===== src/hw/rtl/assert_macros.svh =====
// ============================================================================
// Assertion macros
// Shared concurrent assertion forms for the convolution core.
// ============================================================================
`ifndef ASSERT_MACROS_SVH
`define ASSERT_MACROS_SVH

// Condition must hold at every clock edge outside reset.
`define ASSERT_ALWAYS(label, clk, rst_n, cond, msg) \
  label: assert property (@(posedge clk) disable iff (!rst_n) (cond)) else $error(msg);

// Consequent must hold in the same cycle as the antecedent.
`define ASSERT_IMPLIES(label, clk, rst_n, ante, cons, msg) \
  label: assert property (@(posedge clk) disable iff (!rst_n) (ante) |-> (cons)) \
    else $error(msg);

`endif


===== src/hw/rtl/cnv2d_pkg.sv =====
// ============================================================================
// cnv2d_pkg
// Types and fixed constants shared by the circular 2D convolution core.
// ============================================================================
package cnv2d_pkg;

  localparam int POS_W      = 6;
  localparam int DIM_W      = 7;
  localparam int ANCHOR_W   = 2;
  localparam int PIX_IN_W   = 16;
  localparam int PIX_EXT_W  = 24;
  localparam int COEF_W     = 16;
  localparam int ROW_W      = 48;
  localparam int OUT_W      = 24;
  localparam int CFG_IDX_W  = 3;
  localparam int CFG_DATA_W = 48;
  localparam int QUEUE_DEPTH = 2;

  localparam int OUT_MAX = 8388607;
  localparam int OUT_MIN = -8388608;

  localparam logic OP_STORE   = 1'b0;
  localparam logic OP_COMPUTE = 1'b1;

  localparam logic [CFG_IDX_W-1:0] REG_IMAGE_WIDTH  = 3'd0;
  localparam logic [CFG_IDX_W-1:0] REG_IMAGE_HEIGHT = 3'd1;
  localparam logic [CFG_IDX_W-1:0] REG_ANCHOR_X     = 3'd2;
  localparam logic [CFG_IDX_W-1:0] REG_ANCHOR_Y     = 3'd3;
  localparam logic [CFG_IDX_W-1:0] REG_KERNEL_TOP   = 3'd4;
  localparam logic [CFG_IDX_W-1:0] REG_KERNEL_MID   = 3'd5;
  localparam logic [CFG_IDX_W-1:0] REG_KERNEL_BOT   = 3'd6;

  // One queued command. For a store, x and y are the raw position and
  // wr_en says it lies inside the store. For a compute, x and y are the
  // wrapped top-left corner of the kernel window.
  typedef struct packed {
    logic                op;
    logic                wr_en;
    logic [DIM_W-1:0]    x;
    logic [DIM_W-1:0]    y;
    logic [PIX_IN_W-1:0] pixel;
  } cmd_t;

  // Effective (clamped) geometry and anchor.
  typedef struct packed {
    logic [DIM_W-1:0]    w;
    logic [DIM_W-1:0]    h;
    logic [ANCHOR_W-1:0] ax;
    logic [ANCHOR_W-1:0] ay;
  } dims_t;

  // Kernel rows, row 0 at index 0; column 0 in the low 16 bits of a row.
  typedef logic [2:0][ROW_W-1:0] kernel_t;

endpackage


===== src/hw/rtl/cnv2d_queue.sv =====
// ============================================================================
// cnv2d_queue
// Short command queue between the front end and the back end.
// ============================================================================
module cnv2d_queue (
  input  logic            clk,
  input  logic            rst_n,
  input  logic            push,
  input  cnv2d_pkg::cmd_t push_data,
  output logic            full,
  input  logic            pop,
  output cnv2d_pkg::cmd_t pop_data,
  output logic            empty
);

  localparam int D  = cnv2d_pkg::QUEUE_DEPTH;
  localparam int PW = (D > 1) ? $clog2(D) : 1;
  localparam int CW = $clog2(D + 1);
  localparam logic [PW-1:0] PTR_LAST = PW'(D - 1);

  cnv2d_pkg::cmd_t ent_r [D];
  logic [PW-1:0] wr_ptr_r, wr_ptr_nxt, rd_ptr_r, rd_ptr_nxt;
  logic [CW-1:0] cnt_r, cnt_nxt;

  assign full     = (cnt_r == CW'(D));
  assign empty    = (cnt_r == '0);
  assign pop_data = ent_r[rd_ptr_r];

  always_comb begin
    wr_ptr_nxt = wr_ptr_r;
    rd_ptr_nxt = rd_ptr_r;
    cnt_nxt    = cnt_r;
    if (push) begin
      wr_ptr_nxt = (wr_ptr_r == PTR_LAST) ? '0 : PW'(wr_ptr_r + 1'b1);
    end
    if (pop) begin
      rd_ptr_nxt = (rd_ptr_r == PTR_LAST) ? '0 : PW'(rd_ptr_r + 1'b1);
    end
    if (push && !pop) begin
      cnt_nxt = CW'(cnt_r + 1'b1);
    end else if (pop && !push) begin
      cnt_nxt = CW'(cnt_r - 1'b1);
    end
  end

  always_ff @(posedge clk) begin
    if (!rst_n) begin
      wr_ptr_r <= '0;
      rd_ptr_r <= '0;
      cnt_r    <= '0;
    end else begin
      wr_ptr_r <= wr_ptr_nxt;
      rd_ptr_r <= rd_ptr_nxt;
      cnt_r    <= cnt_nxt;
    end
  end

  always_ff @(posedge clk) begin
    if (push) begin
      ent_r[wr_ptr_r] <= push_data;
    end
  end

endmodule


===== config.mk =====
export PLATFORM = sky130hd
export DESIGN_NAME = cnv2d_queue
export DESIGN_NICKNAME = d
export VERILOG_FILES = /design/src/hw/rtl/assert_macros.svh /design/src/hw/rtl/cnv2d_pkg.sv /design/src/hw/rtl/cnv2d_queue.sv
export SDC_FILE = /design/constraint.sdc
export NUM_CORES = 1
export LEC_CHECK = 0
export BUFFER_PORTS_ARGS = -buffer_cell sky130_fd_sc_hd__buf_2
export CAP_MARGIN = 5
export CORE_ASPECT_RATIO = 0.6
export CORE_MARGIN = 2
export CORE_UTILIZATION = 51
export DETAILED_ROUTE_END_ITERATION = 16
export MAX_ROUTING_LAYER = met4
export PLACE_DENSITY = 0.79
export SYNTH_ARGS = -nofsm -noshare
export SYNTH_HDL_FRONTEND = slang
export SYNTH_SLANG_ARGS = --single-unit

===== constraint.sdc =====
create_clock -name clk -period 3.3 [get_ports clk]
set_input_delay 0.66 -clock clk [delete_from_list [all_inputs] [get_ports clk]]
set_output_delay 0.66 -clock clk [all_outputs]
set_load 0.005 [all_outputs]

==> results of run 1 <==
-- flip-flops by register name (all words and copies together) (netlist names), named ones only --
signal	flops
cnt_r	2
ent_r	64
rd_ptr_r	1
wr_ptr_r	1
-- logic make-up after synthesis --
logic type,Yosys count
multiplexers,32
adder cells (fa/ha/maj),1
AND/OR/NAND/NOR,9
XOR/XNOR,3
buffers and inverters,5
AO/OA/AOI/OAI,3
flip-flops,69
-- cells in the final DEF (no fill, tap or decap), types with 2 or more instances in the layout --
| master | Yosys | routed |
|---|---|---|
| buf_2 | 0 | 69 |
| edfxtp_1 | 64 | 64 |
| mux2_2 | 30 | 30 |
| clkbuf_8 | 0 | 9 |
| dfxtp_1 | 5 | 5 |
| and2_1 | 4 | 4 |
| mux2_1 | 2 | 2 |
| xor2_1 | 2 | 2 |
| bufinv_16 | 0 | 2 |
| clkinv_1 | 0 | 2 |
| buf_4 | 3 | 2 |
-- layer usage --
layer  vias up  GRT usage (%)
li1        628              -
met1       637           19.1
met2        47           27.2
met3         6           7.81
met4         0           8.07
met5         -              -
-- worst max path at each step --
stage,startpoint,end,slack (ps),cells after the start
finish,flop,pop_data[27],930,3
global route,flop,pop_data[27],840,3
CTS,flop,pop_data[27],880,3
detailed placement,flop,pop_data[27],1270,3
global placement,flop,pop_data[16],1330,3
floorplan,push,ent_r[0][0],740,1
-- power by group through the flow --
stage               clock network [mW]  logic [mW]  registers [mW]
finish                           0.715       0.181            1.02
floorplan                            0       0.103            1.04
detailed placement                   0       0.183            1.04
global placement                     0       0.176            1.04
global route                     0.768       0.198            1.03
CTS                              0.735       0.185            1.03
-- critical path, cell delays in order (launching register included) --
cell,delay [ps]
dfxtp_1,450
buf_4,390
mux2_2,400
buf_2,130
-- layout make-up --
cell class,count,area share [%]
Sequential cell,69,64.0
Clock buffer,9,3.92
Clock inverter,7,2.81
Timing Repair Buffer,71,11.4
Inverter,1,0.119
Tap cell,63,2.49
Multi-Input combinational cell,48,15.3
==> results.ini, run 1 <==
[timing]
clock.fmax_mhz=421
worst_slew_pin_slew_ps=926
maxSlewViolCount=0
finalHoldWorstSlack_ps=514
period_minus_slack_ps=2370
finalCritPeriodShare_pct=72.0
relSlewSlack_pct=38.1
timing.final.ws_setup_ps=925
fin_setup_tns_ps=0
rsz0062_at_grt=no
hold_viol=0
finalSetupViolations=0
skew_ps=5.47

[clock_tree]
cts_resized=0
clk_latency_ps=330
clk_pin_slew_ps=70
clockRootBuffer=clkbuf_8
clock_path_buffers=2
cts_hold_buf=0
clock-sinks=69
cts_setup_buffers=0
cts_tree=yes
cts_buffers=9
cts_max_level=3

[logic_synthesis]
yosys_warnings=0
synth_area_leaders=edfxtp_1 76%, mux2_2 13%, dfxtp_1 4.0%, and2_1 0.99%, buf_4 0.89%
netlist_instances=122
synth-simple-area-share_pct=2.23
synth_xor_area_share_pct=1.04
synth_top_area_share_pct=76.0
netlist_area_um2=2530
synth_top_family_by_area=multiplexers
ys.flop_type=edfxtp_1
synth_enable_flop_cells=64
synth.distinct_cells=18
synthArstFlopShare_pct=0
syn_nets=159
ys_top_cells_by_count=64 x edfxtp_1, 30 x mux2_2, 5 x dfxtp_1, 4 x and2_1, 3 x buf_4
synth_compound_area_share_pct=0.792
muxShareOfSynthArea_pct=14.3
synth_fa_ha_area_share_pct=0.495
yosysSeqAreaShare_pct=80.0
ys_ff_latch=69
yosys.area.top_type=edfxtp_1
synth.most_common_cell=edfxtp_1
syn_avg_cell_area_um2=20.7

[placed_design]
dp.cells=252
port_buffers=69
gp_congestion=0.642
placed_area_um2=2950
dp_hpwl_um=2860
place_ws_ps=1270

[cells_and_area]
drive_above_1_share_pct=57.1
instances_no_fill=268
final_core_util_pct=67.8
seq_area_um2=2020
nets=237
final.fill_count=362
antenna_cells=0
design_area_um2=3160
multi_input_area_um2=483
area_growth_pct=25.0

[hold_path]
hp-class=input port to flop
hold_path_startpoint=push_data[4]
worstHoldEndpoint=ent_r[0][4]
hold_path_depth=1

[global_route]
grt-ovfl-total=0
grt_max_degree=34
grt_pass1_vias=1388
antenna_found_initial=0
grt_first_pass_wirelength_um=6480
grt_use_total_pct=17.3

[worst_setup_path]
critical_path_arrival_ps=1710
end_kind=primary output
r2r_cells=1
r2r-end=ent_r[0][30]
reg2reg_slack_ps=1850
cp-start-kind=flop
critical_path_peak_fanout=27
r2r_start=wr_ptr_r
worstSetupPathType=flop to primary output
cp.required_ps=2640

[power_and_ir_drop]
leakage_nw=1.21
sw_frac_of_total_pct=20.5
power_density_nw_per_um2=608
combPwrFrac_pct=9.4
seqPwrFrac_pct=53.3
power.share.clock_pct=37.2
net-switching-power_mw=0.394
p_int_mw=1.53
peakVddDrop_uv=458
finalPower_mw=1.92

[detailed_routing]
routed_wirelength_um=4140
drcViolationCount=0
viasPerCell=4.92
drt-initial-drc-count=43
dr_wl_met2_um=2130
wl_met3_um=302
dr.pass1.iters=4
via_count=1318
topRoutingLayerUsed=met4
wl_per_cell_um=15.4
ant_nets=0
drt-met1-wl_um=1640

[die]
die-area_um2=5560
fp.dieH_um=58.5
io_pins=70
die_w_um=94.9
start_util_pct=54.3
rows=19
fp.coreArea_um2=4660

[outcome]
status=completed

[run]
max-cap-violations=0

(Power assumes the default switching activity.)
==> run 2: changes to the inputs <==
CORE_UTILIZATION = 46   (was 51)
PLACE_DENSITY = 0.75   (was 0.79)
clock period = 1.9 ns   (was 3.3 ns; I/O delays follow)
==> results.ini, run 2 (synthesized netlist as in run 1, its figures left out) <==
[run]
max-cap-violations=0  ; unchanged

[power_and_ir_drop]
leakage_nw=1.21  ; -0.36%
net-switching-power_mw=0.628  ; +59%
sw_frac_of_total_pct=20.9  ; +0.34 points
power.share.clock_pct=29.9  ; -7.3 points
combPwrFrac_pct=11.1  ; +1.7 points
seqPwrFrac_pct=59.0  ; +5.7 points
peakVddDrop_uv=574  ; +25%
power_density_nw_per_um2=959  ; +58%
p_int_mw=2.38  ; +56%

[clock_tree]
cts_tree=yes
cts_max_level=3  ; unchanged
cts_hold_buf=0  ; unchanged
clk_pin_slew_ps=60  ; about the same
cts_buffers=9  ; unchanged
clock-sinks=69  ; unchanged
cts_resized=0  ; unchanged
clock_path_buffers=2  ; unchanged
clk_latency_ps=330  ; about the same
clockRootBuffer=clkbuf_8
cts_setup_buffers=0  ; unchanged

[die]
die_w_um=99.7  ; +5.1%
die-area_um2=6130  ; +10%
io_pins=70  ; unchanged
rows=20  ; +1
start_util_pct=48.8  ; -5.5 points
fp.coreArea_um2=5180  ; +11%
fp.dieH_um=61.4  ; +4.9%

[detailed_routing]
via_count=1335  ; +1.3%
viasPerCell=4.87  ; -0.93%
drt-initial-drc-count=71  ; +65%
ant_nets=0  ; unchanged
wl_per_cell_um=15.9  ; +2.8%
drcViolationCount=0  ; unchanged
routed_wirelength_um=4350  ; +5.1%
dr.pass1.iters=4  ; unchanged

[timing]
maxSlewViolCount=0  ; unchanged
rsz0062_at_grt=no
finalCritPeriodShare_pct=93.8
skew_ps=8.66  ; +3.19 ps
period_minus_slack_ps=1780
relSlewSlack_pct=76.2  ; +38 points
hold_viol=0  ; unchanged
finalSetupViolations=0  ; unchanged
clock.fmax_mhz=561
worst_slew_pin_slew_ps=356  ; -570 ps
fin_setup_tns_ps=0  ; unchanged

[global_route]
grt_pass1_vias=1343  ; -3.2%
grt_max_degree=27  ; -21%
antenna_found_initial=0  ; unchanged
grt-ovfl-total=0  ; unchanged
grt_use_total_pct=15.8  ; -1.4 points
grt_first_pass_wirelength_um=6570  ; +1.4%

[cells_and_area]
antenna_cells=0  ; unchanged
largest_reg_flops=64  ; unchanged
drive_above_1_share_pct=56.3  ; -0.82 points
layout_commonest_cell=buf_2
top_regs=ent_r: 64 flops, cnt_r: 2 flops
largest_register=ent_r
nets=241  ; +1.7%
area_growth_pct=24.2
layout_common_cells=69 x buf_2, 64 x edfxtp_1, 30 x mux2_2
final_core_util_pct=60.7  ; -7.2 points

[worst_setup_path]
critical_path_peak_fanout=14  ; -48%
slowest_delay_ps=360  ; -90 ps
cp-start-kind=flop
worstSetupPathType=flop to primary output
slowest_stage=mux2_2
cp_cell_sequence=buf_4, mux2_2, buf_2
end_kind=primary output
cp.required_ps=1520  ; -1120 ps
critical_path_arrival_ps=1400  ; -310 ps

[outcome]
status=completed

[hold_path]
hp-class=input port to flop

[placed_design]
gp_congestion=0.812  ; +27%
dp_hpwl_um=3060  ; +7.2%
port_buffers=69  ; unchanged

-- run 2: cell types whose count changed in the layout (fill, tap and decap cells not counted) --
cell        change
clkbuf_1        +2
bufinv_16       -2
buf_4           +3
inv_6           -1
clkinvlp_4      -1
buf_12          +1
clkinv_1        +1
-- run 2: cell type report --
class                           instances  area [um^2]
Fill cell                             384         2040
Sequential cell                        69         2020
Clock buffer                           11          131
Timing Repair Buffer                   75          403
Clock inverter                          4         16.3
Multi-Input combinational cell         48          483
Tap cell                               66         82.6
Inverter                                1         3.75
-- run 2: power groups by stage --
| stage | clock (mW) | sequential (mW) | combinational (mW) |
|---|---|---|---|
| final | 0.900 | 1.78 | 0.334 |
| after global routing | 1.01 | 1.78 | 0.367 |
| after CTS | 0.928 | 1.78 | 0.340 |
| after detailed placement | 0 | 1.81 | 0.338 |
| after global placement | 0 | 1.80 | 0.321 |
| after floorplan | 0 | 1.80 | 0.179 |
-- run 2: critical path, delay by kind of cell, from the launching register on --
kind     cells  cell delay (ps)
buf+inv      2              360
flops        1              350
mux          1              360
-- run 2: stage by stage --
stage	power (mW)	instances	hold slack [ps]	worst slack [ps]	area [um^2]
final	3.01	274	237	118	3140
after global routing	3.16	274	204	36.8	3140
after detailed placement	2.15	259	522	453	2990
after global placement	2.13	259	475	489	2990
after floorplan	1.98	122	466	222	2530
after CTS	3.05	274	220	85.3	3140
-- run 2: worst paths after layout --
check                      from      endpoint  slack, ps  cells after the start
hold reg to reg        cnt_r[1]      cnt_r[1]        530                      2
setup reg to reg       wr_ptr_r   ent_r[1][0]        670                      2
setup / recovery           flop   pop_data[7]        120                      3
hold / removal    push_data[22]  ent_r[1][22]        240                      1
-- run 2: routing by layer --
metal | track usage [%] | vias to the layer above | share of wire, %
met5 | - | - | 0
met4 | 3.52 | 0 | 0
met3 | 9.19 | 0 | 10
met2 | 25.6 | 63 | 48
met1 | 17.4 | 636 | 41
li1 | - | 636 | -
==> run 3: changes to the inputs <==
CTS_BUF_LIST = sky130_fd_sc_hd__clkbuf_16   (was default)
==> results.ini, run 3 (synthesized netlist as in run 1, its figures left out) <==
[die]
fp.coreArea_um2=5180  ; unchanged
rows=20  ; unchanged
die_w_um=99.7  ; unchanged
fp.dieH_um=61.4  ; unchanged
io_pins=70  ; unchanged
start_util_pct=48.8  ; unchanged
die-area_um2=6130  ; unchanged

[global_route]
grt_first_pass_wirelength_um=6660  ; +1.4%
grt_pass1_vias=1336  ; -0.52%
grt-ovfl-total=0  ; unchanged
antenna_found_initial=0  ; unchanged
grt_max_degree=27  ; unchanged
grt_use_total_pct=16.1  ; +0.24 points

[detailed_routing]
dr.pass1.iters=4  ; unchanged
topRoutingLayerUsed=met3
ant_nets=0  ; unchanged
drt-met1-wl_um=1890  ; +5.0%
wl_met3_um=428  ; -4.0%
wl_per_cell_um=16.0  ; +0.74%
viasPerCell=4.84  ; -0.75%
drcViolationCount=0  ; unchanged
via_count=1325  ; -0.75%
drt-initial-drc-count=83  ; +17%
routed_wirelength_um=4380  ; +0.74%
dr_wl_met2_um=2060  ; -2.0%

[power_and_ir_drop]
peakVddDrop_uv=593  ; +3.3%
leakage_nw=1.26  ; +4.5%
power_density_nw_per_um2=1070  ; +12%

[timing]
finalCritPeriodShare_pct=92.8  ; -0.96 points
period_minus_slack_ps=1760  ; -18.3 ps
finalHoldWorstSlack_ps=251  ; +13.9 ps
worst_slew_pin_slew_ps=356  ; -0.604 ps
maxSlewViolCount=0  ; unchanged
skew_ps=3.26  ; -5.40 ps
timing.final.ws_setup_ps=137  ; +18.3 ps
hold_viol=0  ; unchanged
relSlewSlack_pct=76.3  ; about the same
fin_setup_tns_ps=0  ; unchanged
rsz0062_at_grt=no
clock.fmax_mhz=567  ; +1.0%
finalSetupViolations=0  ; unchanged

[cells_and_area]
top_regs=ent_r: 64 flops, cnt_r: 2 flops
nets=241  ; unchanged
drive_above_1_share_pct=56.3  ; unchanged
instances_no_fill=274  ; unchanged
layout_commonest_cell=buf_2
area_growth_pct=28.3
antenna_cells=0  ; unchanged
final.fill_count=378  ; -1.6%
layout_common_cells=69 x buf_2, 64 x edfxtp_1, 30 x mux2_2
largest_register=ent_r
largest_reg_flops=64  ; unchanged

[placed_design]
dp.cells=259  ; unchanged
gp_congestion=0.812  ; unchanged
dp_hpwl_um=3060  ; unchanged
port_buffers=69  ; unchanged
place_ws_ps=453  ; unchanged

[worst_setup_path]
cp.required_ps=1520  ; about the same
critical_path_arrival_ps=1380  ; -20 ps
critical_path_peak_fanout=14  ; unchanged
cp-start-kind=flop
end_kind=primary output
worstSetupPathType=flop to primary output

[clock_tree]
cts_buffers=9  ; unchanged
clock-sinks=69  ; unchanged
cts_resized=0  ; unchanged
clockRootBuffer=clkbuf_16
clk_pin_slew_ps=50  ; about the same
cts_tree=yes
clock_path_buffers=2  ; unchanged
cts_max_level=3  ; unchanged
cts_setup_buffers=0  ; unchanged
clk_latency_ps=320  ; about the same
cts_hold_buf=0  ; unchanged

[outcome]
status=completed

[hold_path]
hp-class=input port to flop

[run]
max-cap-violations=0  ; unchanged

==> run 3: changes by cell type in the layout (fill, tap and decap cells not counted), sizes merged <==
cell and change:
inv +2, clkbuf -2
==> run 3: area by class of cell <==
cell class | count | area (um^2) | area share (%)
well taps | 66 | 82.6 | 2.55
repair buffers | 75 | 403 | 12.4
inverters | 1 | 3.75 | 0.116
multi-input cells | 48 | 483 | 14.9
clock buffers | 9 | 225 | 6.94
clock inverters | 6 | 23.8 | 0.733
flip-flops and latches | 69 | 2020 | 62.3
==> run 3: final timing paths <==
check,to,slack (ps),from,depth (start not counted)
worst min register to register,cnt_r[1],530,cnt_r[1],2
worst min-delay path,ent_r[1][22],250,push_data[22],1
worst max-delay path,pop_data[7],140,flop,3
worst max register to register,ent_r[1][21],670,wr_ptr_r,2
==> run 3: metrics by stage <==
step / util [%] / instance area (um^2) / power [mW]
floorplan: - / 2530 / 1.98
global placement: 57.8 / 2990 / 2.13
detailed placement: 57.8 / 2990 / 2.15
CTS: 62.6 / 3240 / 3.50
global route: 62.6 / 3240 / 3.62
finish: 62.6 / 3240 / 3.47
==> run 3: worst max-delay path: stages, from the launching register on <==
cell and delay [ps]:
dfxtp_1 340, buf_4 230, mux2_2 360, buf_2 130
==> run 3: power by group <==
part           total [mW]  switching, mW  internal [mW]
Combinational       0.335          0.153          0.182
Sequential           1.78         0.0258           1.76
Clock                1.36          0.510          0.846
Total                3.47          0.689           2.78
==> run 3: layer usage <==
layer	global-route usage, %	vias to the layer above
li1	-	633
met1	17.7	636
met2	25.8	56
met3	7.49	0
met4	7.05	0
met5	-	-
