===== src/hw/rtl/assert_macros.svh =====
// ============================================================================
// Assertion macros
// Shared concurrent assertion forms for the convolution core.
// ============================================================================
`ifndef ASSERT_MACROS_SVH
`define ASSERT_MACROS_SVH

// Condition must hold at every clock edge outside reset.
`define ASSERT_ALWAYS(label, clk, rst_n, cond, msg) \
  label: assert property (@(posedge clk) disable iff (!rst_n) (cond)) else $error(msg);

// Consequent must hold in the same cycle as the antecedent.
`define ASSERT_IMPLIES(label, clk, rst_n, ante, cons, msg) \
  label: assert property (@(posedge clk) disable iff (!rst_n) (ante) |-> (cons)) \
    else $error(msg);

`endif


===== src/hw/rtl/cnv2d_pkg.sv =====
// ============================================================================
// cnv2d_pkg
// Types and fixed constants shared by the circular 2D convolution core.
// ============================================================================
package cnv2d_pkg;

  localparam int POS_W      = 6;
  localparam int DIM_W      = 7;
  localparam int ANCHOR_W   = 2;
  localparam int PIX_IN_W   = 16;
  localparam int PIX_EXT_W  = 24;
  localparam int COEF_W     = 16;
  localparam int ROW_W      = 48;
  localparam int OUT_W      = 24;
  localparam int CFG_IDX_W  = 3;
  localparam int CFG_DATA_W = 48;
  localparam int QUEUE_DEPTH = 2;

  localparam int OUT_MAX = 8388607;
  localparam int OUT_MIN = -8388608;

  localparam logic OP_STORE   = 1'b0;
  localparam logic OP_COMPUTE = 1'b1;

  localparam logic [CFG_IDX_W-1:0] REG_IMAGE_WIDTH  = 3'd0;
  localparam logic [CFG_IDX_W-1:0] REG_IMAGE_HEIGHT = 3'd1;
  localparam logic [CFG_IDX_W-1:0] REG_ANCHOR_X     = 3'd2;
  localparam logic [CFG_IDX_W-1:0] REG_ANCHOR_Y     = 3'd3;
  localparam logic [CFG_IDX_W-1:0] REG_KERNEL_TOP   = 3'd4;
  localparam logic [CFG_IDX_W-1:0] REG_KERNEL_MID   = 3'd5;
  localparam logic [CFG_IDX_W-1:0] REG_KERNEL_BOT   = 3'd6;

  // One queued command. For a store, x and y are the raw position and
  // wr_en says it lies inside the store. For a compute, x and y are the
  // wrapped top-left corner of the kernel window.
  typedef struct packed {
    logic                op;
    logic                wr_en;
    logic [DIM_W-1:0]    x;
    logic [DIM_W-1:0]    y;
    logic [PIX_IN_W-1:0] pixel;
  } cmd_t;

  // Effective (clamped) geometry and anchor.
  typedef struct packed {
    logic [DIM_W-1:0]    w;
    logic [DIM_W-1:0]    h;
    logic [ANCHOR_W-1:0] ax;
    logic [ANCHOR_W-1:0] ay;
  } dims_t;

  // Kernel rows, row 0 at index 0; column 0 in the low 16 bits of a row.
  typedef logic [2:0][ROW_W-1:0] kernel_t;

endpackage


===== src/hw/rtl/cnv2d_front.sv =====
// ============================================================================
// cnv2d_front
// Accepts input items, reduces compute positions modulo the image size and
// queues a command for the back end.
// ============================================================================
module cnv2d_front #(
  parameter int MAX_WIDTH  = 64,
  parameter int MAX_HEIGHT = 64
) (
  input  logic                              clk,
  input  logic                              rst_n,
  input  logic                              in_valid,
  output logic                              in_ready,
  input  logic                              in_op,
  input  logic [cnv2d_pkg::POS_W-1:0]       in_pos_x,
  input  logic [cnv2d_pkg::POS_W-1:0]       in_pos_y,
  input  logic signed [cnv2d_pkg::PIX_IN_W-1:0] in_pixel_in,
  input  cnv2d_pkg::dims_t                  dims,
  output logic                              q_push,
  output cnv2d_pkg::cmd_t                   q_data,
  input  logic                              q_full
);

  localparam logic [1:0] F_IDLE = 2'd0;
  localparam logic [1:0] F_DIV  = 2'd1;
  localparam logic [1:0] F_PUSH = 2'd2;

  localparam int DW = cnv2d_pkg::DIM_W;
  localparam int PW = cnv2d_pkg::POS_W;
  localparam logic [2:0] CNT_LAST = 3'(PW - 1);

  logic [1:0]    state_r, state_nxt;
  logic          op_r, op_nxt;
  logic [PW-1:0] px_r, px_nxt, py_r, py_nxt;
  logic [cnv2d_pkg::PIX_IN_W-1:0] pix_r, pix_nxt;
  logic [DW-1:0] rx_r, rx_nxt, ry_r, ry_nxt;
  logic [2:0]    cnt_r, cnt_nxt;
  logic [DW:0]   tx, ty;

  // Step a wrapped coordinate back by the anchor, one position at a time.
  function automatic logic [DW-1:0] back_off(input logic [DW-1:0] c,
                                             input logic [DW-1:0] d,
                                             input logic [cnv2d_pkg::ANCHOR_W-1:0] a);
    logic [DW-1:0] v;
    v = c;
    for (int i = 0; i < 3; i++) begin
      if (i < int'(a)) begin
        v = (v == '0) ? DW'(d - 1'b1) : DW'(v - 1'b1);
      end
    end
    return v;
  endfunction

  assign in_ready = (state_r == F_IDLE);
  assign q_push   = (state_r == F_PUSH) && !q_full;

  always_comb begin
    q_data.op    = op_r;
    q_data.pixel = pix_r;
    if (op_r == cnv2d_pkg::OP_COMPUTE) begin
      q_data.wr_en = 1'b0;
      q_data.x     = back_off(rx_r, dims.w, dims.ax);
      q_data.y     = back_off(ry_r, dims.h, dims.ay);
    end else begin
      q_data.wr_en = (int'(px_r) < MAX_WIDTH) && (int'(py_r) < MAX_HEIGHT);
      q_data.x     = {1'b0, px_r};
      q_data.y     = {1'b0, py_r};
    end
  end

  // Restoring remainder, one position bit per cycle, x and y side by side.
  assign tx = {rx_r, px_r[PW-1]};
  assign ty = {ry_r, py_r[PW-1]};

  always_comb begin
    state_nxt = state_r;
    op_nxt    = op_r;
    px_nxt    = px_r;
    py_nxt    = py_r;
    pix_nxt   = pix_r;
    rx_nxt    = rx_r;
    ry_nxt    = ry_r;
    cnt_nxt   = cnt_r;
    unique case (state_r)
      F_IDLE: begin
        if (in_valid) begin
          op_nxt    = in_op;
          px_nxt    = in_pos_x;
          py_nxt    = in_pos_y;
          pix_nxt   = in_pixel_in;
          rx_nxt    = '0;
          ry_nxt    = '0;
          cnt_nxt   = '0;
          state_nxt = (in_op == cnv2d_pkg::OP_COMPUTE) ? F_DIV : F_PUSH;
        end
      end
      F_DIV: begin
        rx_nxt  = (tx >= {1'b0, dims.w}) ? DW'(tx - {1'b0, dims.w}) : tx[DW-1:0];
        ry_nxt  = (ty >= {1'b0, dims.h}) ? DW'(ty - {1'b0, dims.h}) : ty[DW-1:0];
        px_nxt  = px_r << 1;
        py_nxt  = py_r << 1;
        cnt_nxt = cnt_r + 3'd1;
        if (cnt_r == CNT_LAST) begin
          state_nxt = F_PUSH;
        end
      end
      F_PUSH: begin
        if (!q_full) begin
          state_nxt = F_IDLE;
        end
      end
      default: state_nxt = F_IDLE;
    endcase
  end

  always_ff @(posedge clk) begin
    if (!rst_n) begin
      state_r <= F_IDLE;
    end else begin
      state_r <= state_nxt;
    end
  end

  always_ff @(posedge clk) begin
    op_r  <= op_nxt;
    px_r  <= px_nxt;
    py_r  <= py_nxt;
    pix_r <= pix_nxt;
    rx_r  <= rx_nxt;
    ry_r  <= ry_nxt;
    cnt_r <= cnt_nxt;
  end

endmodule


===== config.mk =====
export PLATFORM = sky130hd
export DESIGN_NAME = cnv2d_front
export DESIGN_NICKNAME = d
export VERILOG_FILES = /design/src/hw/rtl/assert_macros.svh /design/src/hw/rtl/cnv2d_pkg.sv /design/src/hw/rtl/cnv2d_front.sv
export SDC_FILE = /design/constraint.sdc
export NUM_CORES = 1
export LEC_CHECK = 0
export BUFFER_PORTS_ARGS = -buffer_cell sky130_fd_sc_hd__buf_2
export CAP_MARGIN = 20
export CORE_MARGIN = 2
export CORE_UTILIZATION = 62
export CTS_CLUSTER_DIAMETER = 60
export DETAILED_ROUTE_END_ITERATION = 10
export GPL_ROUTABILITY_DRIVEN = 0
export HOLD_SLACK_MARGIN = 0.06
export PLACE_DENSITY = 0.95
export SLEW_MARGIN = 10
export SYNTH_ARGS = -nofsm -noshare
export SYNTH_HDL_FRONTEND = slang
export SYNTH_SLANG_ARGS = --single-unit

===== constraint.sdc =====
create_clock -name clk -period 10.18 [get_ports clk]
set_clock_uncertainty 0.15 [all_clocks]
set_input_delay 1.018 -clock clk [delete_from_list [all_inputs] [get_ports clk]]
set_output_delay 1.018 -clock clk [all_outputs]
set_load 0.01 [all_outputs]

==> results of run 1 <==
[metal layers]
metal  wire, um  up-vias  share of wire (%)  track usage (%)
met2       5530      299                 46             46.8
met3       1190       51                9.9             5.98
met4        413        0                3.4             12.1
met5          0        -                  0                0
li1           -     2185                  -                -
met1       4870     2147                 41             36.7
[how the worst max path moves through the flow]
stage                 start    endpoint  slack, ns
floorplan           dims[4]  q_data[18]       4.67
global placement    dims[4]  q_data[18]       4.18
detailed placement  dims[4]  q_data[18]       3.98
CTS                 dims[4]  q_data[18]       3.95
global route        ry_r[0]  q_data[18]       3.47
finish              dims[4]  q_data[18]       3.88
[cell families after synthesis]
kind of cell / after synthesis / synth area share (%)
compound gates: 151 / 24.0
flops: 48 / 30.0
fa+ha+maj: 32 / 8.76
simple gates: 220 / 25.3
mux: 17 / 3.88
buf+inv: 61 / 4.91
xor+xnor: 17 / 3.14
[layout by cell type (no fill, tap or decap), types with 4 or more instances in the layout]
master    netlist  layout
a211oi_1        7       7
mux2i_1         6       6
or3_1           4       4
a31oi_1         9       9
xnor2_1        13      13
clkbuf_8        0       5
or2_2           7       7
a21o_1         13      13
ha_1           30      30
xor2_1          4       4
nand2_1        30      30
nand4_1         8       8
mux2_2         11      11
a311oi_1        6       6
inv_1          37      37
o211ai_1        5       5
o22ai_1         4       4
a31o_2          6       6
nor3_1         27      27
o21ai_0        17      17
edfxtp_1       46      46
nor3b_1         4       4
nand2b_1       10      10
buf_2           0      84
and2_1          9       9
a21oi_1        34      34
nand3_1        14      14
a221o_1         4       4
o31ai_1         4       4
o21a_1          7       7
nor2_1         70      69
nor2b_1        15      15
[worst register-to-register path: cells and delay by family (launching register included)]
family | cells | cell delay [ns]
AOI/OAI and AO/OA | 5 | 1.24
DFF | 1 | 0.49
and+or+nand+nor | 4 | 0.45
adders and majority gates | 1 | 0.36
[stage by stage]
stage | hold WS [ns] | instance area, um2 | cells
2_1_floorplan | 0.393 | 4740 | 546
3_3_place_gp | 0.402 | 5220 | 709
4_1_cts | 0.435 | 5310 | 717
6_report | 0.433 | 5330 | 718
5_1_grt | 0.447 | 5330 | 718
3_5_place_dp | 0.415 | 5220 | 709
[sequential cells by signal, indices dropped and copies added (netlist names)]
| signal | flops |
|---|---|
| state_r | 2 |
| op_r | 1 |
| rx_r | 7 |
| px_r | 6 |
| ry_r | 7 |
| pix_r | 16 |
| cnt_r | 3 |
| py_r | 6 |
[power groups by stage]
| stage | Clock [uW] | Combinational [uW] | Sequential (uW) |
|---|---|---|---|
| floorplan | 0 | 265 | 258 |
| global placement | 0 | 332 | 263 |
| detailed placement | 0 | 346 | 265 |
| CTS | 113 | 349 | 260 |
| global route | 121 | 391 | 263 |
| finish | 113 | 356 | 261 |
[final cells by class]
type	instances	area, um2	share of cell area [%]
Clock buffer	5	68.8	1.29
Clock inverter	3	21.3	0.399
Inverter	38	143	2.68
Multi-Input combinational cell	437	3090	58.0
Sequential cell	48	1420	26.7
Tap cell	99	124	2.33
Timing Repair Buffer	88	458	8.60
==> metrics.cfg, run 1 <==
[clock_network]
htreeDepth = 2
path_clk_slew_ns = 0.08
tritoncts = built
worstSkewPairLatency_ns = 0.30
cts_buffer_depth = 2
cts-resized-gates = 0
cts_setup_buffers = 0
cts_hold_buf = 0
clockRootBuffer = clkbuf_8
tritoncts.num_buffers = 5
clkSinkCount = 48

[setup_path]
reg2reg_to = rx_r[4]
critical_path_class = input pin to output port
endpoint_kind = output port
reg2regPathDepth = 10
max_stage_delay_ns = 0.84
required_ns = 9.01
critPathMaxFanout = 8
arrival_ns = 5.13
r2r_start = rx_r[1]
crit_path_frequent_cell = inv_1
cp_top_family = compound AO/OA/AOI/OAI gates
path_depth = 15
reg2reg_slack_ns = 7.25
crit_buf_inv = 5
path_cells = buf_2, inv_1, ha_1, xor2_1, nor3_1, o41ai_1, inv_1, a31o_2, a31oi_1, ha_1, inv_1, nor4_4, mux2_2, o22ai_1, buf_2
cp_slowest_cell = o41ai_1
startpoint_type = input pin

[hold_path]
hp-start = px_r[2]
hold_depth = 1
hold_path_class = flip-flop to flip-flop
hold_end = px_r[3]

[pwr]
p_per_area_mw_per_mm2 = 137
p_sw_share_pct = 40.5
vdd_drop_max_mv = 0.131
power_frac_comb_pct = 48.8
p_sw_uw = 296
clockPowerShare_pct = 15.4
p_leak_uw = 0.00220
p_total_uw = 730
p_seq_share_pct = 35.8
intPower_uw = 434

[timing]
rsz0062_at_grt = false
fmax_mhz = 159
fin_setup_tns_ns = 0
relSlewSlack_pct = 37.4
fin_crit_ns = 6.30
hold_viol_final = 0
tightest_slew_ns = 0.927
period_share_pct = 61.9
timing_max_transition_violations_final = 0
finalSetupViolations = 0
layout_setup_ws_ns = 3.88

[global_route]
grt_max_degree = 35
antenna_found_initial = 0
grt_use_total_pct = 28.6
grt_pass1_wl_mm = 19.9
grt_pass1_vias = 4384
overflow = 0

[logic_synthesis]
synth_fp_nets = 629
synth_ff_type = edfxtp_1
synth_cells = 546
yosysTopAreaCellShare_pct = 29.1
netlist_area_mm2 = 0.00474
ys_seq_area_share_pct = 30.0
synth-edff-count = 46
synth_top_cell_by_area = edfxtp_1
ys_ff_latch = 48
syn_area_per_cell_um2 = 8.69
synth_top_cells_by_count = nor2_1 (70), edfxtp_1 (46), inv_1 (37), a21oi_1 (34)
synth_area_leaders = edfxtp_1 (29%), ha_1 (7.9%), nor2_1 (5.5%)
synth_most_common_cell = nor2_1
async_flop_share_pct = 0
synth_warnings = 0
ys_types = 78

[placement]
dp_hpwl_mm = 9.54
pre_cts_ws_ns = 3.98
io_buffers = 84

[final_layout]
final_core_util_pct = 72.7
synthToLayoutAreaGrowth_pct = 12.3
layout-drive-gt1-share_pct = 22.9
fillers = 501
nets = 701
diodes = 0

[floorplan]
ios = 85
die_h_um = 91.5
die_w_um = 91.5
dieArea_mm2 = 0.00836
coreArea_mm2 = 0.00733
fp-row-count = 31
initial_core_util_pct = 64.7

[job]
cap_viol_max_count = 0

[route]
avgViaCountPerCell = 6.52
wl_per_cell_um = 16.7
drtPass1Iterations = 5
drt_iter0_drc = 416
drc_errors = 0
ant_nets = 0
vias = 4682
wl_mm = 12.0

[outcome]
outcome = completed

No activity file was read; power rests on OpenSTA's default activity.
==> inputs of run 2 (changes only) <==
--- a/config.mk
+++ b/config.mk
@@ -8,12 +8,12 @@
 export BUFFER_PORTS_ARGS = -buffer_cell sky130_fd_sc_hd__buf_2
 export CAP_MARGIN = 20
 export CORE_MARGIN = 2
-export CORE_UTILIZATION = 62
+export CORE_UTILIZATION = 58
 export CTS_CLUSTER_DIAMETER = 60
 export DETAILED_ROUTE_END_ITERATION = 10
 export GPL_ROUTABILITY_DRIVEN = 0
 export HOLD_SLACK_MARGIN = 0.06
-export PLACE_DENSITY = 0.95
+export PLACE_DENSITY = 0.9
 export SLEW_MARGIN = 10
 export SYNTH_ARGS = -nofsm -noshare
 export SYNTH_HDL_FRONTEND = slang
==> constraint.sdc (replaced) <==
create_clock -name clk -period 5.9 [get_ports clk]
set_clock_uncertainty 0.15 [all_clocks]
set_input_delay 0.59 -clock clk [delete_from_list [all_inputs] [get_ports clk]]
set_output_delay 0.59 -clock clk [all_outputs]
set_load 0.01 [all_outputs]
==> run 2 against run 1 <==
Sequential share of layout area is 0.13 points lower; cell area is 0.49% higher; count of clock-buffer cells in the layout stayed put; combinational power is 73% higher; utilization is 4.1 points lower; register-to-register slack worse by 4.3 ns; setup slack worse by 3.5 ns; non-clock buffer count is 2 higher; die area is 6.6% higher; sequential power is 74% higher; via count is 0.21% higher; critical path type is now flip-flop to output port; critical endpoint unchanged.
==> metrics.cfg, run 2 (same netlist as run 1, synthesis figures left out) <==
[outcome]
outcome = completed

[final_layout]
registers.top_by_ff_count = pix_r
multi_input_area_mm2 = 0.00311
diodes = 0
seqCellArea_mm2 = 0.00142
synthToLayoutAreaGrowth_pct = 12.9
mostFrequentLayoutCell = buf_2
fin_cells = 723
mostFrequentLayoutCells = buf_2 (84), nor2_1 (69), edfxtp_1 (46)
fillers = 630
largest_reg_flops = 16
stdcell_area_mm2 = 0.00535
reg_top3 = pix_r (16), rx_r (7), ry_r (7)
nets = 703
layout-drive-gt1-share_pct = 23.8

[global_route]
grt_pass1_wl_mm = 20.0
busiest_layer = met2
met2_usage_pct = 47.1
grt.met1_usage_pct = 37.3
use_met3_pct = 3.51
grt_max_degree = 30
overflow = 0
antenna_found_initial = 0
grt_use_total_pct = 28.0
grt_pass1_vias = 4326

[clock_network]
htreeDepth = 2
cts_buffer_depth = 2
clockRootBuffer = clkbuf_8
path_clk_slew_ns = 0.09
tritoncts = built
worstSkewPairLatency_ns = 0.29
clkSinkCount = 48
tritoncts.num_buffers = 5
cts_hold_buf = 0

[setup_path]
r2r_start = rx_r[1]
cp_slowest_cell = or4b_4
crit_path_frequent_cell = inv_1
critical_path_class = flip-flop to output port
endpoint_kind = output port
crit_buf_inv = 6
cp_top_family = compound AO/OA/AOI/OAI gates
reg2regPathDepth = 10
arrival_ns = 4.75
path_cells = inv_1, ha_1, or4b_4, nor2_1, a311oi_1, inv_1, ha_1, inv_1, a2111oi_4, nand4_1, a31oi_1, ha_1, inv_1, nor4_4, buf_4, mux2_2, o22ai_1, buf_2
critPathMaxFanout = 8
startpoint_type = flip-flop
reg2reg_to = rx_r[2]
max_stage_delay_ns = 0.51
reg2reg_slack_ns = 2.93
required_ns = 5.16

[placement]
dp_hpwl_mm = 9.84
io_buffers = 84
place_inst = 713
placed_area_mm2 = 0.00523

[timing]
rsz0062_at_grt = false
tightest_slew_ns = 0.950
fmax_mhz = 182
relSlewSlack_pct = 35.8
fin_crit_ns = 5.49
fin_setup_tns_ns = 0
hold_viol_final = 0
finalSetupViolations = 0
period_share_pct = 93.0
timing_max_transition_violations_final = 0

[floorplan]
ios = 85
initial_core_util_pct = 60.7
die_w_um = 94.4
dieArea_mm2 = 0.00892
die_h_um = 94.4
coreArea_mm2 = 0.00781
fp-row-count = 32

[route]
drtPass1Iterations = 5
avgViaCountPerCell = 6.49
vias = 4692
drt_iter0_drc = 530
wl_per_cell_um = 17.3
drc_errors = 0
wl_mm = 12.5
ant_nets = 0

[pwr]
p_sw_share_pct = 40.6
p_leak_uw = 0.00221
p_per_area_mw_per_mm2 = 236
power_frac_comb_pct = 48.9
p_seq_share_pct = 36.0
clockPowerShare_pct = 15.1
vdd_drop_max_mv = 0.195
intPower_uw = 751
p_sw_uw = 513

[hold_path]
hold_end = pix_r[4]
hp-start = in_pixel_in[4]
hold_path_class = input pin to flip-flop
hold_depth = 1

[job]
cap_viol_max_count = 0

## run 2: cell types whose count changed in the layout (fill, tap and decap cells not counted), sizes merged
cell | previous run | this run
buf | 88 | 90
clkinv | 2 | 3
inv | 39 | 38
## run 2: repair_timing
action | 4_1_cts | 5_1_grt
setup buffers | 0 | 2
endpoints found under the setup margin | 0 | 10
endpoints found under the hold margin | 0 | 0
gates resized for setup | 0 | 3
## run 2: worst max-delay path by stage
stage,cells past startpoint,from,to
2_1_floorplan,16,ry_r[0],q_data[18]
3_3_place_gp,15,dims[4],q_data[18]
3_5_place_dp,16,ry_r[0],q_data[18]
4_1_cts,16,ry_r[0],q_data[18]
5_1_grt,15,ry_r[0],q_data[18]
6_report,18,ry_r[0],q_data[18]
## run 2: routing by layer
layer / vias to the layer above / part of all wire (%)
met5: - / 0
met4: 0 / 3.5
met3: 50 / 8.9
met2: 271 / 46
met1: 2181 / 41
li1: 2190 / -
## run 2: power groups by stage
stage,logic (uW),registers (uW),clock network (uW)
2_1_floorplan,457,444,0
3_3_place_gp,574,458,0
3_5_place_dp,598,461,0
4_1_cts,601,453,195
5_1_grt,676,459,209
6_report,617,455,191
## run 2: final cells by class
type | instances | area share (%)
multi-input cells | 437 | 58.0
well taps | 102 | 2.38
repair buffers | 90 | 8.69
flip-flops and latches | 48 | 26.5
clock buffers | 5 | 1.29
clock inverters | 3 | 0.421
inverters | 38 | 2.66
## run 2: stage by stage
stage,worst slack (ns),total power (uW),util [%],hold WS (ns)
after global placement,0.744,1030,67.0,0.410
after detailed placement,0.530,1060,67.0,0.429
after floorplan,1.11,902,-,0.393
after CTS,0.174,1250,68.2,0.308
final,0.414,1260,68.6,0.316
after global routing,0.00557,1340,68.6,0.298
## run 2: worst register-to-register path: stages (launching register included)
cell	delay [ns]
edfxtp_1	0.52
ha_1	0.37
nor2b_1	0.17
o21ai_0	0.15
nand2b_1	0.11
a21oi_1	0.16
o21bai_1	0.11
a21oi_1	0.64
nor3_1	0.12
a21oi_1	0.17
nor2_1	0.06
==> inputs of run 3 (changes only) <==
--- a/config.mk
+++ b/config.mk
@@ -5,6 +5,7 @@
 export SDC_FILE = /design/constraint.sdc
 export NUM_CORES = 1
 export LEC_CHECK = 0
+export ABC_AREA = 1
 export BUFFER_PORTS_ARGS = -buffer_cell sky130_fd_sc_hd__buf_2
 export CAP_MARGIN = 20
 export CORE_MARGIN = 2
==> run 3 against run 2 <==
Cell area grew 6.7%; count of clock-buffer cells in the layout is the same; fmax grew 18%; sequential share of layout area shrank 1.7 points; die area grew 7.4%; register-to-register slack lost 0.29 ns; flip-flop and latch count is the same; worst hold slack lost 0.014 ns; setup slack gained 0.82 ns; highest routed layer unchanged.
==> metrics.cfg, run 3 <==
[logic_synthesis]
ys_seq_area_share_pct = 27.8
synth_cells = 740
netlist_area_mm2 = 0.00511
synth_area_leaders = edfxtp_1 (27%), nand2_1 (17%), nand3_1 (8.3%)
syn_area_per_cell_um2 = 6.91
synth_fp_nets = 823
ys_types = 42
yosysTopAreaCellShare_pct = 27.0
async_flop_share_pct = 0
synth_top_cells_by_count = nand2_1 (231), inv_1 (95), nand3_1 (85), nor2_1 (54), edfxtp_1 (46)
synth-edff-count = 46
synth_most_common_cell = nand2_1
synth_ff_type = edfxtp_1
synth_warnings = 0
ys_ff_latch = 48
synth_top_cell_by_area = edfxtp_1

[placement]
dp_hpwl_mm = 9.94
io_buffers = 84
place_inst = 922

[final_layout]
synthToLayoutAreaGrowth_pct = 11.8
reg_top3 = pix_r (16), rx_r (7), ry_r (7)
mostFrequentLayoutCells = nand2_1 (231), inv_1 (95), nand3_1 (85)
largest_reg_flops = 16
layout-drive-gt1-share_pct = 20.0
diodes = 0
registers.top_by_ff_count = pix_r
fin_cells = 930
final_core_util_pct = 66.2
nets = 904
mostFrequentLayoutCell = nand2_1

[pwr]
p_total_uw = 1650
p_sw_uw = 769
p_per_area_mw_per_mm2 = 289
p_sw_share_pct = 46.6
p_seq_share_pct = 30.1
vdd_drop_max_mv = 0.159
intPower_uw = 880
p_leak_uw = 0.00299
power_frac_comb_pct = 55.3
clockPowerShare_pct = 14.6

[setup_path]
critical_path_class = flip-flop to output port
reg2regPathDepth = 9
arrival_ns = 3.93
endpoint_kind = output port
startpoint_type = flip-flop
required_ns = 5.16
critPathMaxFanout = 9
reg2reg_slack_ns = 2.64

[clock_network]
clkSinkCount = 48
cts_buffer_depth = 2
htreeDepth = 2
clockRootBuffer = clkbuf_8
tritoncts = built
tritoncts.num_buffers = 5
worstSkewPairLatency_ns = 0.31
path_clk_slew_ns = 0.09
cts_hold_buf = 0
cts_setup_buffers = 0
cts-resized-gates = 0

[timing]
finalSetupViolations = 0
tightest_slew_ns = 1.02
fmax_mhz = 214
timing_max_transition_violations_final = 0
rsz0062_at_grt = false
period_share_pct = 79.1
fin_crit_ns = 4.67
relSlewSlack_pct = 31.5
hold_viol_final = 0
fin_setup_tns_ns = 0

[global_route]
overflow = 0
grt_max_degree = 30
grt_use_total_pct = 27.6
grt_pass1_vias = 4841
grt_pass1_wl_mm = 22.2
antenna_found_initial = 0

[outcome]
outcome = completed

[route]
ant_nets = 0
wl_per_cell_um = 13.8
drtPass1Iterations = 5
vias = 5109
drt_iter0_drc = 319
wl_mm = 12.8
avgViaCountPerCell = 5.49
drc_errors = 0

[floorplan]
coreArea_mm2 = 0.00864
die_h_um = 97.9
die_w_um = 97.9
initial_core_util_pct = 59.2
ios = 85
fp-row-count = 34
dieArea_mm2 = 0.00958

[hold_path]
hold_depth = 1
hold_path_class = input pin to flip-flop

[job]
cap_viol_max_count = 0

## run 3: layer usage
| layer | up-vias | GRT usage (%) | wire [um] |
|---|---|---|---|
| met2 | 182 | 47.6 | 6330 |
| met5 | - | 0 | 0 |
| li1 | 2571 | - | - |
| met3 | 39 | 3.01 | 712 |
| met4 | 0 | 10.6 | 344 |
| met1 | 2317 | 35.6 | 5430 |
## run 3: cell type report
class | count | area, um2
repair buffers | 87 | 443
clock inverters | 3 | 42.5
clock buffers | 5 | 68.8
fillers | 751 | 2920
well taps | 108 | 135
inverters | 102 | 383
multi-input cells | 577 | 3220
flip-flops and latches | 48 | 1420
## run 3: worst max-delay path, cell delays in order, from the launching register on
cell and delay, ns:
edfxtp_1 0.45, inv_1 0.23, ha_1 0.21, nand2_2 0.10, inv_2 0.09, nand2_4 0.08, nand2_1 0.07, nand2_1 0.06
a21oi_2 0.26, ha_1 0.20, inv_1 0.09, nor2_8 0.19, nand2_4 0.10, nand2_1 0.07, o21ai_0 0.08, nand2_1 0.06
nand2_1 0.09, inv_1 0.14, ha_1 0.16, inv_1 0.05, a21oi_1 0.23, nand2_1 0.09, nand2_1 0.07, nand2_1 0.05
nand2_1 0.05, nand3_1 0.08, a21oi_2 0.13, buf_2 0.14
## run 3: path summary, 6_finish.rpt
check	start	endpoint
worst min-delay path	in_pixel_in[6]	pix_r[6]
worst max-delay path	ry_r[0]	q_data[20]
worst min register to register	px_r[4]	px_r[5]
worst max register to register	px_r[5]	rx_r[0]
## run 3: power groups by stage
| stage | Clock [uW] | Sequential [uW] | Combinational [uW] |
|---|---|---|---|
| after floorplan | 0 | 491 | 705 |
| final | 240 | 497 | 913 |
| after CTS | 242 | 495 | 906 |
| after global placement | 0 | 500 | 876 |
| after detailed placement | 0 | 501 | 897 |
| after global routing | 257 | 503 | 1040 |
## run 3: logic make-up (layout without fill, tap and decap cells)
logic type,after synthesis,count (layout),synth area share (%)
AOI/OAI and AO/OA,82,82,8.96
xor gates and xnor gates,15,15,2.57
adders and majority gates,32,32,8.13
buffers and inverters,115,197,9.35
DFF,48,48,27.8
and+or+nand+nor,448,448,43.2
## run 3: metrics by stage
stage                     setup WS (ns)  hold WS, ns  cell area, um2
final                              1.23        0.302            5710
after global routing              0.697        0.286            5710
after CTS                          1.26        0.298            5710
after detailed placement           1.42        0.392            5600
after global placement             1.53        0.384            5600
after floorplan                    2.09        0.370            5110
